--- src/sv/ssb_pkg.sv ---
`timescale 1ns / 1ps
// ----------------------------------------------------------------------------
// ssb_pkg
// Types, codes and the ordering function shared by the sprite sort batcher.
// ----------------------------------------------------------------------------
package ssb_pkg;

    localparam logic OP_ADD = 1'b0;
    localparam logic OP_END = 1'b1;

    localparam logic [1:0] MODE_DEPTH_ASC = 2'd0;
    localparam logic [1:0] MODE_DEPTH_DSC = 2'd1;
    localparam logic [1:0] MODE_TEX_ASC   = 2'd2;

    localparam logic [8:0] VERTS_PER_ENTRY = 9'd6;

    localparam int QDEPTH = 4;
    localparam int QPW    = 2;

    typedef struct packed {
        logic               op;
        logic signed [31:0] depth_key;
        logic        [15:0] texture_id;
    } in_item_t;

    typedef struct packed {
        logic [5:0]  entry_index;
        logic [15:0] texture_out;
        logic [8:0]  vertex_offset;
        logic        batch_begins;
        logic [8:0]  batch_offset;
        logic        batch_ends;
        logic [8:0]  batch_vertices;
        logic        overflowed;
        logic        last;
    } out_item_t;

    typedef struct packed {
        logic signed [31:0] depth;
        logic        [15:0] tex;
        logic        [5:0]  arrival;
    } entry_t;

    typedef struct packed {
        entry_t entry;
        logic   last;
        logic   ovf;
    } q_item_t;

    typedef struct packed {
        logic empty;
        logic room;
    } q_stat_t;

    typedef struct packed {
        logic draining;
        logic filling;
    } back_stat_t;

    typedef enum logic {F_IDLE, F_FEED} front_state_t;
    typedef enum logic {B_FILL, B_DRAIN} back_state_t;

    function automatic logic goes_before(input logic [1:0] mode, input entry_t a,
                                         input entry_t b);
        logic r;
        r = 1'b0;
        case (mode)
            MODE_DEPTH_ASC: r = $signed(a.depth) < $signed(b.depth);
            MODE_DEPTH_DSC: r = $signed(b.depth) < $signed(a.depth);
            MODE_TEX_ASC:   r = a.tex < b.tex;
            default:        r = 1'b0;
        endcase
        return r;
    endfunction

endpackage

--- src/sv/ssb_queue.sv ---
`timescale 1ns / 1ps
// ----------------------------------------------------------------------------
// ssb_queue
// Short queue of entries between the store reader and the sorting chain.
// ----------------------------------------------------------------------------
module ssb_queue (
    input  logic             clk,
    input  logic             rst_n,
    input  logic             push,
    input  ssb_pkg::q_item_t push_item,
    input  logic             pop,
    output ssb_pkg::q_item_t head,
    output ssb_pkg::q_stat_t stat
);
    import ssb_pkg::*;

    q_item_t          slot_reg [QDEPTH];
    logic [QPW-1:0]   wp_reg, wp_next;
    logic [QPW-1:0]   rp_reg, rp_next;
    logic [QPW:0]     cnt_reg, cnt_next;

    always_ff @(posedge clk)
    begin
        if (push)
        begin
            slot_reg[wp_reg] <= push_item;
        end
    end

    always_comb
    begin
        wp_next  = push ? QPW'(wp_reg + 1'b1) : wp_reg;
        rp_next  = pop ? QPW'(rp_reg + 1'b1) : rp_reg;
        cnt_next = QPW'(0) + cnt_reg + (QPW+1)'(push) - (QPW+1)'(pop);
    end

    always_ff @(posedge clk or negedge rst_n)
    begin
        if (!rst_n)
        begin
            wp_reg  <= '0;
            rp_reg  <= '0;
            cnt_reg <= '0;
        end
        else
        begin
            wp_reg  <= wp_next;
            rp_reg  <= rp_next;
            cnt_reg <= cnt_next;
        end
    end

    assign head       = slot_reg[rp_reg];
    assign stat.empty = (cnt_reg == '0);
    assign stat.room  = (cnt_reg < (QPW+1)'(QDEPTH - 1));

endmodule

--- config.mk ---
export PLATFORM = sky130hd
export DESIGN_NAME = ssb_queue
export DESIGN_NICKNAME = d
export VERILOG_FILES = /design/src/sv/ssb_pkg.sv /design/src/sv/ssb_queue.sv
export SDC_FILE = /design/constraint.sdc
export NUM_CORES = 1
export LEC_CHECK = 0
export BUFFER_PORTS_ARGS = -buffer_cell sky130_fd_sc_hd__buf_2
export CAP_MARGIN = 20
export CORE_MARGIN = 2
export CORE_UTILIZATION = 60
export DETAILED_ROUTE_END_ITERATION = 8
export GPL_ROUTABILITY_DRIVEN = 0
export GPL_TIMING_DRIVEN = 0
export HOLD_SLACK_MARGIN = 0.06
export PLACE_DENSITY_LB_ADDON = 0.1
export REMOVE_ABC_BUFFERS = 1
export SETUP_SLACK_MARGIN = 0.02
export SLEW_MARGIN = 20
export SYNTH_ARGS = -nofsm -noshare
export SYNTH_HDL_FRONTEND = slang
export SYNTH_SLANG_ARGS = --single-unit
--- constraint.sdc ---
create_clock -name clk -period 6.09 [get_ports clk]
set_input_delay 0.3045 -clock clk [delete_from_list [all_inputs] [get_ports clk]]
set_output_delay 0.3045 -clock clk [all_outputs]
set_load 0.01 [all_outputs]
Word-level counts from Yosys, hierarchy flattened
Memories as Yosys holds them, arrays and structs flattened.
Cells that the tools add are included.
{"block": "totals", "ramBits": 224, "wordCells": 12, "ff_bits": 7, "n_memories": 1}
{"name": "slot_reg", "words": 4, "width": 56, "read_ports": 1, "rd_clocked_by_memory_dff": 0, "write_ports": 1, "line_no": "ssb_queue.sv:17", "rtl": "q_item_t slot_reg [QDEPTH];"}
{"block": "op_classes", "add_sub_neg": 4, "n_lt_le_gt_ge": 1, "n_reduce_logical": 1, "mux": 2}
{"operator": "$add A2 B1 Y2 const B", "n": 2}
{"operator": "$add A3 B1 Y3", "n": 1}
{"operator": "$logic_not A3 Y1", "n": 1}
{"operator": "$lt A3 B2 Y1 const B", "n": 1}
{"operator": "$sub A3 B1 Y3", "n": 1}
{"operator": "$mux W1", "n": 2}

Depth between registers and ports, before layout
{"block": "logic_depth", "depth_word": 2, "ltp_mapped": 6}

Worst setup path after synthesis
No wires, ideal clock.
{"block": "synth_path", "path_type": "reg2reg", "startpoint": "register wp_reg[0]", "endpoint": "memory slot_reg[2][0] (netlist name), enable pin", "arrival_ps": 1942, "period_less_slack_ps": 2361, "slack_ps": 3729, "path_buffers": 0, "required_ps": 5670, "stages_incl_launch_ff": 4, "cell_sequence": "dfrtp_1 > inv_1 > ha_1 > and2_1"}
{"item": "start, declared", "line_no": "ssb_queue.sv:18", "rtl": "logic [QPW-1:0] wp_reg, wp_next;"}
{"item": "start signal, assigned", "line_no": "ssb_queue.sv:47", "rtl": "wp_reg <= wp_next;"}
{"item": "end, declared", "line_no": "ssb_queue.sv:17"}
Straight into the memory's write port.

==> impl_metrics.tcl <==
set metrics [dict create \
    syn_to_final_growth_pct 24.32 \
    synth_common_cells "edfxtp_1, mux4_2, dfrtp_1, ha_1, inv_1" \
    antennaDiodeCount 0 \
    fin_crit_sh_pct 43.35 \
    hold_slack_ns 0.1126 \
    worst_setup_path_end_kind "output pin" \
    grt_overflow 0 \
    viasPerCell 5.561 \
    synthMuxAreaShare_pct 14.84 \
    status "completed" \
    cts_buffer_depth 3 \
    yosysTopAreaCell "edfxtp_1" \
    ys.flop_type "edfxtp_1" \
    numCtsBuffers 22 \
    post-route-util_pct 76.13 \
    start_kind "register" \
    synth_fa_ha_area_share_pct 1.266 \
    setup_tns_ns 0 \
    start_util_pct 61.24 \
    yosys.area_share.simple_pct 0.4416 \
    yosys_warnings 0 \
    nFillCells 799 \
    ant_nets 0 \
    max_cap_violations 0 \
    ys_ff_latch 231 \
    synth_edf_count 224 \
    crit_end "head[32]" \
    synth_compound_area_share_pct 0.1178 \
    crit_arrival_ns 2.34 \
    wl_per_cell_um 20.47 \
    setup_ws_ns 3.450 \
    path_max_fanout 34 \
    synthCells 328 \
    ctsRootBufferMaster "clkbuf_16" \
    synth-async-reset-ratio_pct 3.030 \
    track_usage_pct 20.53 \
    post-dp-hpwl_um 8317 \
    critPathKind "register to output pin" \
    first_iter_violations 217 \
    report.final.slew_viol_count 0 \
    fin_crit_ns 2.640 \
    synth.top_cells.by_area "edfxtp_1, mux4_2, dfrtp_1, ha_1, buf_12" \
    synth_xor_area_share_pct 0.4121 \
    reg2reg_to "slot_reg[2][49]" \
    grt_pass1_vias 4420 \
    power_leakage_uw 0.003709 \
    power.density_nw_per_um2 453.8 \
    grt_pass1_wl_um 22830 \
    grt_start_max_net_pins 49 \
    yosysUniqueCellTypes 18 \
    worst_hold_path_type "input pin to register" \
    htree_num_levels 1 \
    die_y_um 123.0 \
    ios 118 \
    clkSinkCount 231 \
    clock_skew_ns 0.007406 \
    port_buffers 117 \
    max_freq_mhz 378.8 \
    avgSynthCellArea_um2 25.92 \
    worst_pin_slew_ns 0.5178 \
    largest_register_ffs 224 \
    regToRegStartpoint "wp_reg[0]" \
    wl_um 14630 \
    nets 588 \
    worst_slew_margin_rel_pct 65.48 \
    vdd_ir_drop_max_v 0.0003225 \
    hold_viol 0 \
    reg2reg_depth 4 \
    vias 3976 \
    clkTransAtPathRegs_ns 0.06 \
    dr.pass1.iters 4 \
    postCtsResizedCells 0 \
    cp.required_ns 5.79 \
    drc_errors 0 \
    fp.dieW_um 123.0 \
    syn_area_um2 8501 \
    rsz0062_at_grt "false" \
    rows 43 \
    synth.most_common_cell "edfxtp_1" \
    insertion_delay_ns 0.49 \
    synth_seq_area_share_pct 81.19 \
    cts_tree "yes" \
    drive_gt1_share_pct 39.81 \
    synth_top_family_by_area "multiplexers" \
    finalPower_uw 4796 \
    antenna_found_initial 0 \
    die-area_um2 15140 \
    core-area_um2 13880 \
    cp-startpoint "rp_reg[0]" \
    ff2ff_setup_slack_ns 4.34 \
    synth_top_area_share_pct 79.13 \
    place_ws_ns 3.889 \
    setup_viol 0 \
]
-- cell usage in the layout, fill, tap and decap left out, drive strengths merged --
| master | netlist | final |
|---|---|---|
| a21oi | 1 | 1 |
| and2 | 4 | 4 |
| buf | 11 | 123 |
| nand2 | 2 | 2 |
| clkbuf | 2 | 27 |
| clkinv | 0 | 11 |
| xor2 | 3 | 3 |
| nor3 | 1 | 1 |
| edfxtp | 224 | 224 |
| xnor2 | 1 | 1 |
| mux4 | 56 | 56 |
| dlygate4sd3 | 0 | 58 |
| clkinvlp | 0 | 1 |
| inv | 7 | 7 |
| o21ai | 1 | 1 |
| dfrtp | 7 | 7 |
| ha | 7 | 7 |
| fa | 1 | 1 |
-- worst min path at each step --
| stage | from | end | slack [ns] | cells after the start |
|---|---|---|---|---|
| 3_3_place_gp | rst_n | cnt_reg[2] | 0.14 | 1 |
| 3_5_place_dp | rst_n | cnt_reg[2] | 0.14 | 1 |
| 5_1_grt | push | wp_reg[0] | 0.12 | 2 |
| 6_report | push | wp_reg[0] | 0.11 | 2 |
| 2_1_floorplan | rst_n | cnt_reg[0] | 0.009 | 0 |
| 4_1_cts | push | wp_reg[0] | 0.1 | 2 |
-- critical path, stage by stage, from the launching register on --
cell	delay, ns
dfrtp_4	0.75
buf_16	0.33
mux4_2	0.57
buf_2	0.17
-- layout make-up --
type	count	area (µm²)	area share [%]
repair buffers	181	1301	12.31
clock buffers	27	590.6	5.588
clock inverters	12	53.80	0.5091
flip-flops and latches	231	6909	65.38
multi-input cells	77	1461	13.83
well taps	180	225.2	2.131
inverters	7	26.28	0.2486
-- through the flow --
stage,cell area [µm²],cells
after CTS,10570,715
final,10570,715
after detailed placement,9343,618
after floorplan,8379,315
after global routing,10570,715
after global placement,9190,612
-- logic make-up after synthesis --
family	count (synthesis)
and+or+nand+nor	7
adders and majority gates	8
buffers and inverters	20
DFF	231
xor gates and xnor gates	4
AOI/OAI and AO/OA	2
muxes	56
-- power breakdown --
| part | total, µW | switching, µW | internal, µW |
|---|---|---|---|
| clock | 1210 | 525 | 686 |
| sequential | 2220 | 137 | 2080 |
| combinational | 1360 | 679 | 684 |
| total | 4800 | 1340 | 3450 |
-- layer usage --
layer | global-route usage [%] | up-vias | share of wire, %
li1 | - | 1779 | -
met1 | 26.24 | 2048 | 39
met2 | 36.46 | 128 | 54
met3 | 4.059 | 21 | 6.0
met4 | 5.469 | 0 | 1.7
met5 | 0 | - | 0
-- what timing repair did --
action / in CTS / in global routing
buffers inserted: 0 / 0
hold buffers: 58 / 0
endpoints found under the hold margin: 232 / 0
No activity file was read; power rests on OpenSTA's default activity.
