$ cat config.mk
export PLATFORM = sky130hd
export DESIGN_NAME = ssb_front
export DESIGN_NICKNAME = d
export VERILOG_FILES = /design/src/sv/ssb_pkg.sv /design/src/sv/ssb_front.sv
export SDC_FILE = /design/constraint.sdc
export NUM_CORES = 1
export LEC_CHECK = 0
export ABC_AREA = 1
export BUFFER_PORTS_ARGS = -buffer_cell sky130_fd_sc_hd__buf_2
export CORE_ASPECT_RATIO = 2
export CORE_MARGIN = 8
export CORE_UTILIZATION = 45
export CTS_CLUSTER_DIAMETER = 60
export DETAILED_ROUTE_END_ITERATION = 10
export SLEW_MARGIN = 20
export SYNTH_ARGS = -nofsm -noshare
export SYNTH_HDL_FRONTEND = slang
export SYNTH_SLANG_ARGS = --single-unit
$ cat constraint.sdc
create_clock -name clk -period 7 [get_ports clk]
set_input_delay 0.7 -clock clk [delete_from_list [all_inputs] [get_ports clk]]
set_output_delay 0.7 -clock clk [all_outputs]
set_load 0.02 [all_outputs]
$ cat src/sv/ssb_pkg.sv
`timescale 1ns / 1ps
// ----------------------------------------------------------------------------
// ssb_pkg
// Types, codes and the ordering function shared by the sprite sort batcher.
// ----------------------------------------------------------------------------
package ssb_pkg;

    localparam logic OP_ADD = 1'b0;
    localparam logic OP_END = 1'b1;

    localparam logic [1:0] MODE_DEPTH_ASC = 2'd0;
    localparam logic [1:0] MODE_DEPTH_DSC = 2'd1;
    localparam logic [1:0] MODE_TEX_ASC   = 2'd2;

    localparam logic [8:0] VERTS_PER_ENTRY = 9'd6;

    localparam int QDEPTH = 4;
    localparam int QPW    = 2;

    typedef struct packed {
        logic               op;
        logic signed [31:0] depth_key;
        logic        [15:0] texture_id;
    } in_item_t;

    typedef struct packed {
        logic [5:0]  entry_index;
        logic [15:0] texture_out;
        logic [8:0]  vertex_offset;
        logic        batch_begins;
        logic [8:0]  batch_offset;
        logic        batch_ends;
        logic [8:0]  batch_vertices;
        logic        overflowed;
        logic        last;
    } out_item_t;

    typedef struct packed {
        logic signed [31:0] depth;
        logic        [15:0] tex;
        logic        [5:0]  arrival;
    } entry_t;

    typedef struct packed {
        entry_t entry;
        logic   last;
        logic   ovf;
    } q_item_t;

    typedef struct packed {
        logic empty;
        logic room;
    } q_stat_t;

    typedef struct packed {
        logic draining;
        logic filling;
    } back_stat_t;

    typedef enum logic {F_IDLE, F_FEED} front_state_t;
    typedef enum logic {B_FILL, B_DRAIN} back_state_t;

    function automatic logic goes_before(input logic [1:0] mode, input entry_t a,
                                         input entry_t b);
        logic r;
        r = 1'b0;
        case (mode)
            MODE_DEPTH_ASC: r = $signed(a.depth) < $signed(b.depth);
            MODE_DEPTH_DSC: r = $signed(b.depth) < $signed(a.depth);
            MODE_TEX_ASC:   r = a.tex < b.tex;
            default:        r = 1'b0;
        endcase
        return r;
    endfunction

endpackage

$ cat src/sv/ssb_front.sv
`timescale 1ns / 1ps
// ----------------------------------------------------------------------------
// ssb_front
// Store sprite entries in arrival order; on the end beat read them out.
// ----------------------------------------------------------------------------
module ssb_front #(
    parameter int MAX_ENTRIES = 32
) (
    input  logic             clk,
    input  logic             rst_n,
    input  logic             accept,
    input  ssb_pkg::in_item_t in_item,
    input  ssb_pkg::q_stat_t q_stat,
    output logic             push,
    output ssb_pkg::q_item_t push_item,
    output logic             busy
);
    import ssb_pkg::*;

    localparam int AW = $clog2(MAX_ENTRIES);
    localparam int CW = $clog2(MAX_ENTRIES + 1);

    logic signed [31:0] depth_mem [MAX_ENTRIES];
    logic        [15:0] tex_mem   [MAX_ENTRIES];

    front_state_t       state_reg, state_next;
    logic [CW-1:0]      fill_reg, fill_next;
    logic               drop_reg, drop_next;
    logic [AW-1:0]      rp_reg, rp_next;
    logic               rvld_reg, rvld_next;
    logic               rlast_reg, rlast_next;
    entry_t             rdata_reg;

    logic               store_ok;
    logic               issue;
    logic               last_issue;

    assign store_ok   = fill_reg < CW'(MAX_ENTRIES);
    assign issue      = (state_reg == F_FEED) && q_stat.room;
    assign last_issue = (CW'(rp_reg) + 1'b1) == fill_reg;

    always_ff @(posedge clk)
    begin
        if (accept && in_item.op == OP_ADD && store_ok)
        begin
            depth_mem[fill_reg[AW-1:0]] <= in_item.depth_key;
            tex_mem[fill_reg[AW-1:0]]   <= in_item.texture_id;
        end
        if (issue)
        begin
            rdata_reg.depth   <= depth_mem[rp_reg];
            rdata_reg.tex     <= tex_mem[rp_reg];
            rdata_reg.arrival <= 6'(rp_reg);
        end
    end

    always_comb
    begin
        state_next = state_reg;
        fill_next  = fill_reg;
        drop_next  = drop_reg;
        rp_next    = rp_reg;
        rvld_next  = issue;
        rlast_next = issue && last_issue;
        unique case (state_reg)
            F_IDLE:
            begin
                if (accept)
                begin
                    if (in_item.op == OP_ADD)
                    begin
                        if (store_ok)
                        begin
                            fill_next = CW'(fill_reg + 1'b1);
                        end
                        else
                        begin
                            drop_next = 1'b1;
                        end
                    end
                    else if (fill_reg == '0)
                    begin
                        drop_next = 1'b0;
                    end
                    else
                    begin
                        state_next = F_FEED;
                        rp_next    = '0;
                    end
                end
            end
            F_FEED:
            begin
                if (issue)
                begin
                    rp_next = AW'(rp_reg + 1'b1);
                    if (last_issue)
                    begin
                        state_next = F_IDLE;
                    end
                end
            end
            default:
            begin
                state_next = F_IDLE;
            end
        endcase
        if (rvld_reg && rlast_reg)
        begin
            fill_next = '0;
            drop_next = 1'b0;
        end
    end

    always_ff @(posedge clk or negedge rst_n)
    begin
        if (!rst_n)
        begin
            state_reg <= F_IDLE;
            fill_reg  <= '0;
            drop_reg  <= 1'b0;
            rp_reg    <= '0;
            rvld_reg  <= 1'b0;
            rlast_reg <= 1'b0;
        end
        else
        begin
            state_reg <= state_next;
            fill_reg  <= fill_next;
            drop_reg  <= drop_next;
            rp_reg    <= rp_next;
            rvld_reg  <= rvld_next;
            rlast_reg <= rlast_next;
        end
    end

    assign push            = rvld_reg;
    assign push_item.entry = rdata_reg;
    assign push_item.last  = rlast_reg;
    assign push_item.ovf   = drop_reg;
    assign busy            = (state_reg != F_IDLE) || rvld_reg;

endmodule

### Word level (Yosys, flattened, before mapping)

Memory sizes are Yosys's and may differ from the RTL's. A register that Yosys moved wholly into a read port is not among the register bits.
Cells that the tools add are included.

| cells by class | value |
|---|---|
| $add $sub $neg | 3 |
| order comparisons | 1 |
| eq/ne operators | 9 |
| multiplexer cells | 24 |
| bitwise logic cells | 2 |
| reductions and logical operators | 12 |

Operators with widths:

| operator | count |
|---|---|
| 2-to-1 mux 6 bit | 5 |
| 2-to-1 mux 5 bit | 4 |
| 2-to-1 mux 1 bit | 13 |
| AND reduction 4 bit | 3 |
| case mux 5 bit (2 select lines) | 1 |
| adder 5 x 1 -> 6 bit, second input constant | 1 |
| adder 6 x 1 -> 6 bit, second input constant | 1 |
| equality test 6 bit | 1 |
| zero test 6 bit | 1 |
| < comparator 6 bit, second input constant | 1 |
| != test 2 x 1 -> 1 bit, second input constant | 3 |
| != test 2 bit, second input constant | 3 |
| adder 5 x 1 -> 5 bit, second input constant | 1 |
| logical AND 1 bit | 5 |
| nonzero test 2 bit | 2 |
| != test 3 x 1 -> 1 bit, second input constant | 1 |
| != test 3 x 2 -> 1 bit, second input constant | 1 |
| NOT 1 bit | 2 |
| case mux 1 bit (2 select lines) | 1 |
| logical OR 1 bit | 1 |

| word-level totals | value |
|---|---|
| register bits | 20 |
| bits in writable memories | 1,536 |
| input port bits | 54 |
| output and inout port bits | 58 |
| logic and storage cells | 60 |
| memories | 2 |

Memories:

| memory | depth | bits a word | rd ports | clocked after Yosys merged registers in | wr ports | RTL line | RTL |
|---|---|---|---|---|---|---|---|
| depth_mem | 32 | 32 | 1 | 1 | 1 | ssb_front.sv:23 | `logic signed [31:0] depth_mem [MAX_ENTRIES];` |
| tex_mem | 32 | 16 | 1 | 1 | 1 | ssb_front.sv:24 | `logic [15:0] tex_mem [MAX_ENTRIES];` |

### Longest topological paths before layout

| logic depth | value |
|---|---|
| depth in word-level cells | 6 |
| mapped depth | 13 |
| mapped depth without buffers | 10 |

### Least setup slack after synthesis

No wires, ideal clock.

| timing | value |
|---|---|
| path type | in2reg |
| from | input in_item[48] (netlist bit) |
| to | memory depth_mem[0][0], enable pin |
| setup time | 0.454 ns |
| arrival | 3.410 ns |
| path slack | 3.137 ns |
| stages | 4 |
| path buffers | 0 |
| cells stage by stage | or2_2 nor2_1 nand2_1 nor2_1 |

| on the way | value |
|---|---|
| longest elaborated chain between the ends | 5 |

RTL lines:

| element | RTL line | RTL |
|---|---|---|
| start, declared | ssb_front.sv:12 | `input ssb_pkg::in_item_t in_item,` |
| NOT 1 bit | -- |  |
| logical AND 1 bit (2 in series) | ssb_front.sv:44 | `if (accept && in_item.op == OP_ADD && store_ok)` |
| 2-to-1 mux 1 bit | ssb_front.sv:44 |  |
| 2-to-1 mux 1 bit (implied by the code) | ssb_front.sv:46 | `depth_mem[fill_reg[AW-1:0]] <= in_item.depth_key;` |
| end, declared | ssb_front.sv:23 |  |

No other way between the ends.

==> results by group <==
Status
  • Status: completed

Route
  • Detailed Route WL: 176 mm
  • Total number of vias: just over 40,000
  • ANT nets after route: 0
  • Via density: 5.56
  • Post-DR wirelength/cell: 23.8 um
  • Drt drc: 0
  • DR pass1 iterations: 6
  • Starting DRC count in detailed routing: about 3,800

Place
  • DP HPWL: 88.9 mm
  • Place WS: around 2.9 ns
  • # placed instances: 7,129
  • Buffers added on ports: 109
  • Routability Congestion: 0.812

Timing
  • Max-slew violation count: 0
  • Worst Tran Pin Value: roughly 1.2 ns
  • Final hold violations: 0
  • Setup Viol. Count Final: 0
  • Peak Freq: around 0.27 GHz
  • Hold slack: ~0.27 ns
  • Final Skew: roughly 0.062 ns
  • Setup TNS: 0 ns
  • Max-slew headroom: 0.209
  • RSZ-0062 raised after global routing: no
  • Period utilization: 0.535
  • Min Tclk post-route: approximately 3.7 ns
  • Final setup margin: 3.25 ns

Clock tree
  • Root Buffer: clkbuf_16
  • CTS tree: done
  • Clock Sinks: around 1,600
  • Worst skew pair latency: around 0.80 ns
  • H-tree levels: 4
  • Number of buffers created by CTS: around 150
  • Clk buf depth: 4
  • CTS resizes: 0
  • Clk pin slew, worst setup/hold paths: ~0.060 ns

Setup path
  • Worst endpoint data arrival time: about 4.3 ns
  • Crit path launch type: register
  • Worst-case reg-to-reg path depth: 10
  • Critical Path, Cell by Cell: buf_12, buf_4, nand2_1, nand3_1, nand3_1, nand2_1, nand2_1, nand2_1, nand2_1, nand2_1
  • Crit path capture type: register
  • CP top delay family: buffers and inverters
  • Req. time, crit path: 7.55 ns
  • Most frequent CP cell: nand2_1
  • R2R Path End: push_item[41]
  • Critical path type: register to register
  • Flop-to-flop setup slack: about 3.3 ns
  • Slowest CP cell: dfrtp_4
  • R2R Path Start: rp_reg[0]
  • Critical Path Max Stage Delay: 1.00 ns
  • CP max FO: 133
  • WP buf/inv: 2

Worst hold path
  • WHS Endpoint: state_reg
  • Hold Path Cell Cnt: 3
  • HP Class: primary input to register
  • Hold_sp: in_item[48]

Floorplan
  • Core ar.: 142,000 um2
  • Die height: 550 um
  • # IOs: between 100 and 150
  • Core Rows: roughly 200
  • Die area: 156,000 um2
  • Die X-Extent: between 200 and 300 um
  • Initial core utilization: 0.452

Global route
  • Largest net degree at the start of global routing: 202
  • Vias in the first global route: ~40,000
  • GRT Overall Usage: 0.219
  • Antenna violations before repair: 14
  • Global route overflow: 0
  • First-pass GRT wire length: 257 mm

Power and ir drop
  • Total power: 0.0261 W
  • Static leakage: 25.7 nW
  • Power Density: approximately 370 nW/um2
  • Maximum VDD drop: between 0.3 and 0.4 mV

Finish
  • Share of cells above drive strength 1: 0.0752
  • Area Overhead vs Synth: 10.4%
  • # nets final: 5,455
  • Cell Count, Final, Fillers Out: approximately 7,400
  • Number of flip-flops in the largest register: just over 1,000

Synth
  • Leading area contributor after synthesis: edfxtp_1
  • Synth Register Bits: approximately 1,600
  • Post-Syn Area: roughly 64,000 um2
  • Synth top area share: 0.742
  • Synthesized instance count: around 5,400
  • Yosys Warn Count: 0
  • Synth area leaders: edfxtp_1 74%, nand2_1 13%, nand3_1 9.1%, buf_2 1.7%, dfrtp_1 0.58%
  • Net Count, Synth: between 5,000 and 6,000
  • Mean Syn Cell Area: about 12 um2
  • Register area share after synthesis: 0.748
  • Unique masters post-synth: 25

Job
  • Max-Cap Viols: 0
-- area by class of cell --
cell class              instances  area [um2]
multi-input cells            3439       14700
well taps                    1881        2350
clock buffers                 172        3790
fillers                     12300       71300
flip-flops and latches       1604       48100
diodes                          5        12.5
clock inverters                68         562
repair buffers                181        1300
inverters                      25         139
-- per-stage QoR --
step                      area [um2]  utilization
after floorplan                64300            -
after global placement         66600        0.468
after detailed placement       66600        0.468
after CTS                      71000        0.499
after global routing           71000        0.499
final                          71000        0.499
-- worst register-to-register path, delay by kind of cell (launching register included) --
| kind | cells | cell delay, ns |
|---|---|---|
| buffers and inverters | 2 | 1.55 |
| flip-flops | 1 | 1.00 |
| AND/OR/NAND/NOR | 8 | 1.01 |
-- where the power goes --
group | switching [W] | internal (W) | leakage (nW)
Combinational | 0.00538 | 0.00193 | 9.03
Sequential | 0.000326 | 0.0108 | 14.5
Clock | 0.00341 | 0.00419 | 2.14
-- repair_timing --
action	in CTS	in global routing
buffers inserted	0	0
hold buffers	1	0
endpoints found under the hold margin	15	0
-- layer usage --
metal / GRT usage / part of all wire / up-vias
met1: 0.251 / 0.37 / 20200
met3: 0.0271 / 0.059 / 469
met5: 0 / 0.00051 / -
met2: 0.403 / 0.52 / 1478
li1: - / - / 18800
met4: 0.103 / 0.051 / 14
-- placed cells by master, fill, tap and decap left out, drive strengths merged, types with 2 or more instances in the layout --
master	instances
ha	5
nor2	39
dfrtp	15
buf	180
nand4	5
clkinv	56
o22ai	4
clkbuf	172
a21oi	3
diode	5
clkinvlp	3
inv	25
bufinv	9
or2	2
o21ai	2
nand2	2198
nor3	5
edfxtp	1589
nand3	1172
-- how the worst max path moves through the flow --
stage                startpoint                 to  slack (ns)  cells after the start
floorplan           in_item[48]    depth_mem[0][0]        3.14                      4
global placement    in_item[48]  depth_mem[21][16]        2.86                      6
detailed placement  in_item[48]  depth_mem[21][13]        2.86                      6
CTS                   rp_reg[0]      push_item[41]        3.18                     10
global route          rp_reg[0]      push_item[41]        3.01                     10
finish                rp_reg[0]      push_item[41]        3.25                     10
-- cells in the mapped netlist --
cell type	number
o22ai_1	4
o21ai_0	2
nor2_1	38
a31oi_1	1
nor3_1	5
buf_2	222
conb_1	1
or2_2	2
nand2_1	2198
inv_1	22
inv_2	2
clkbuf_1	44
buf_1	49
nand4_1	5
a21oi_1	3
edfxtp_1	1589
inv_4	1
dfrtp_1	15
nor2_2	1
buf_4	18
o31ai_1	1
nand3_1	1172
ha_1	5
o21bai_1	1
buf_6	2
-- cell families after synthesis --
family / count (synthesis) / synth area share
AOI/OAI and AO/OA: 12 / 0.00111
DFF: 1604 / 0.748
adders and majority gates: 5 / 0.000973
buffers and inverters: 360 / 0.0267
and+or+nand+nor: 3421 / 0.223
other: 1 / 0.0000583
(Power assumes the default switching activity.)
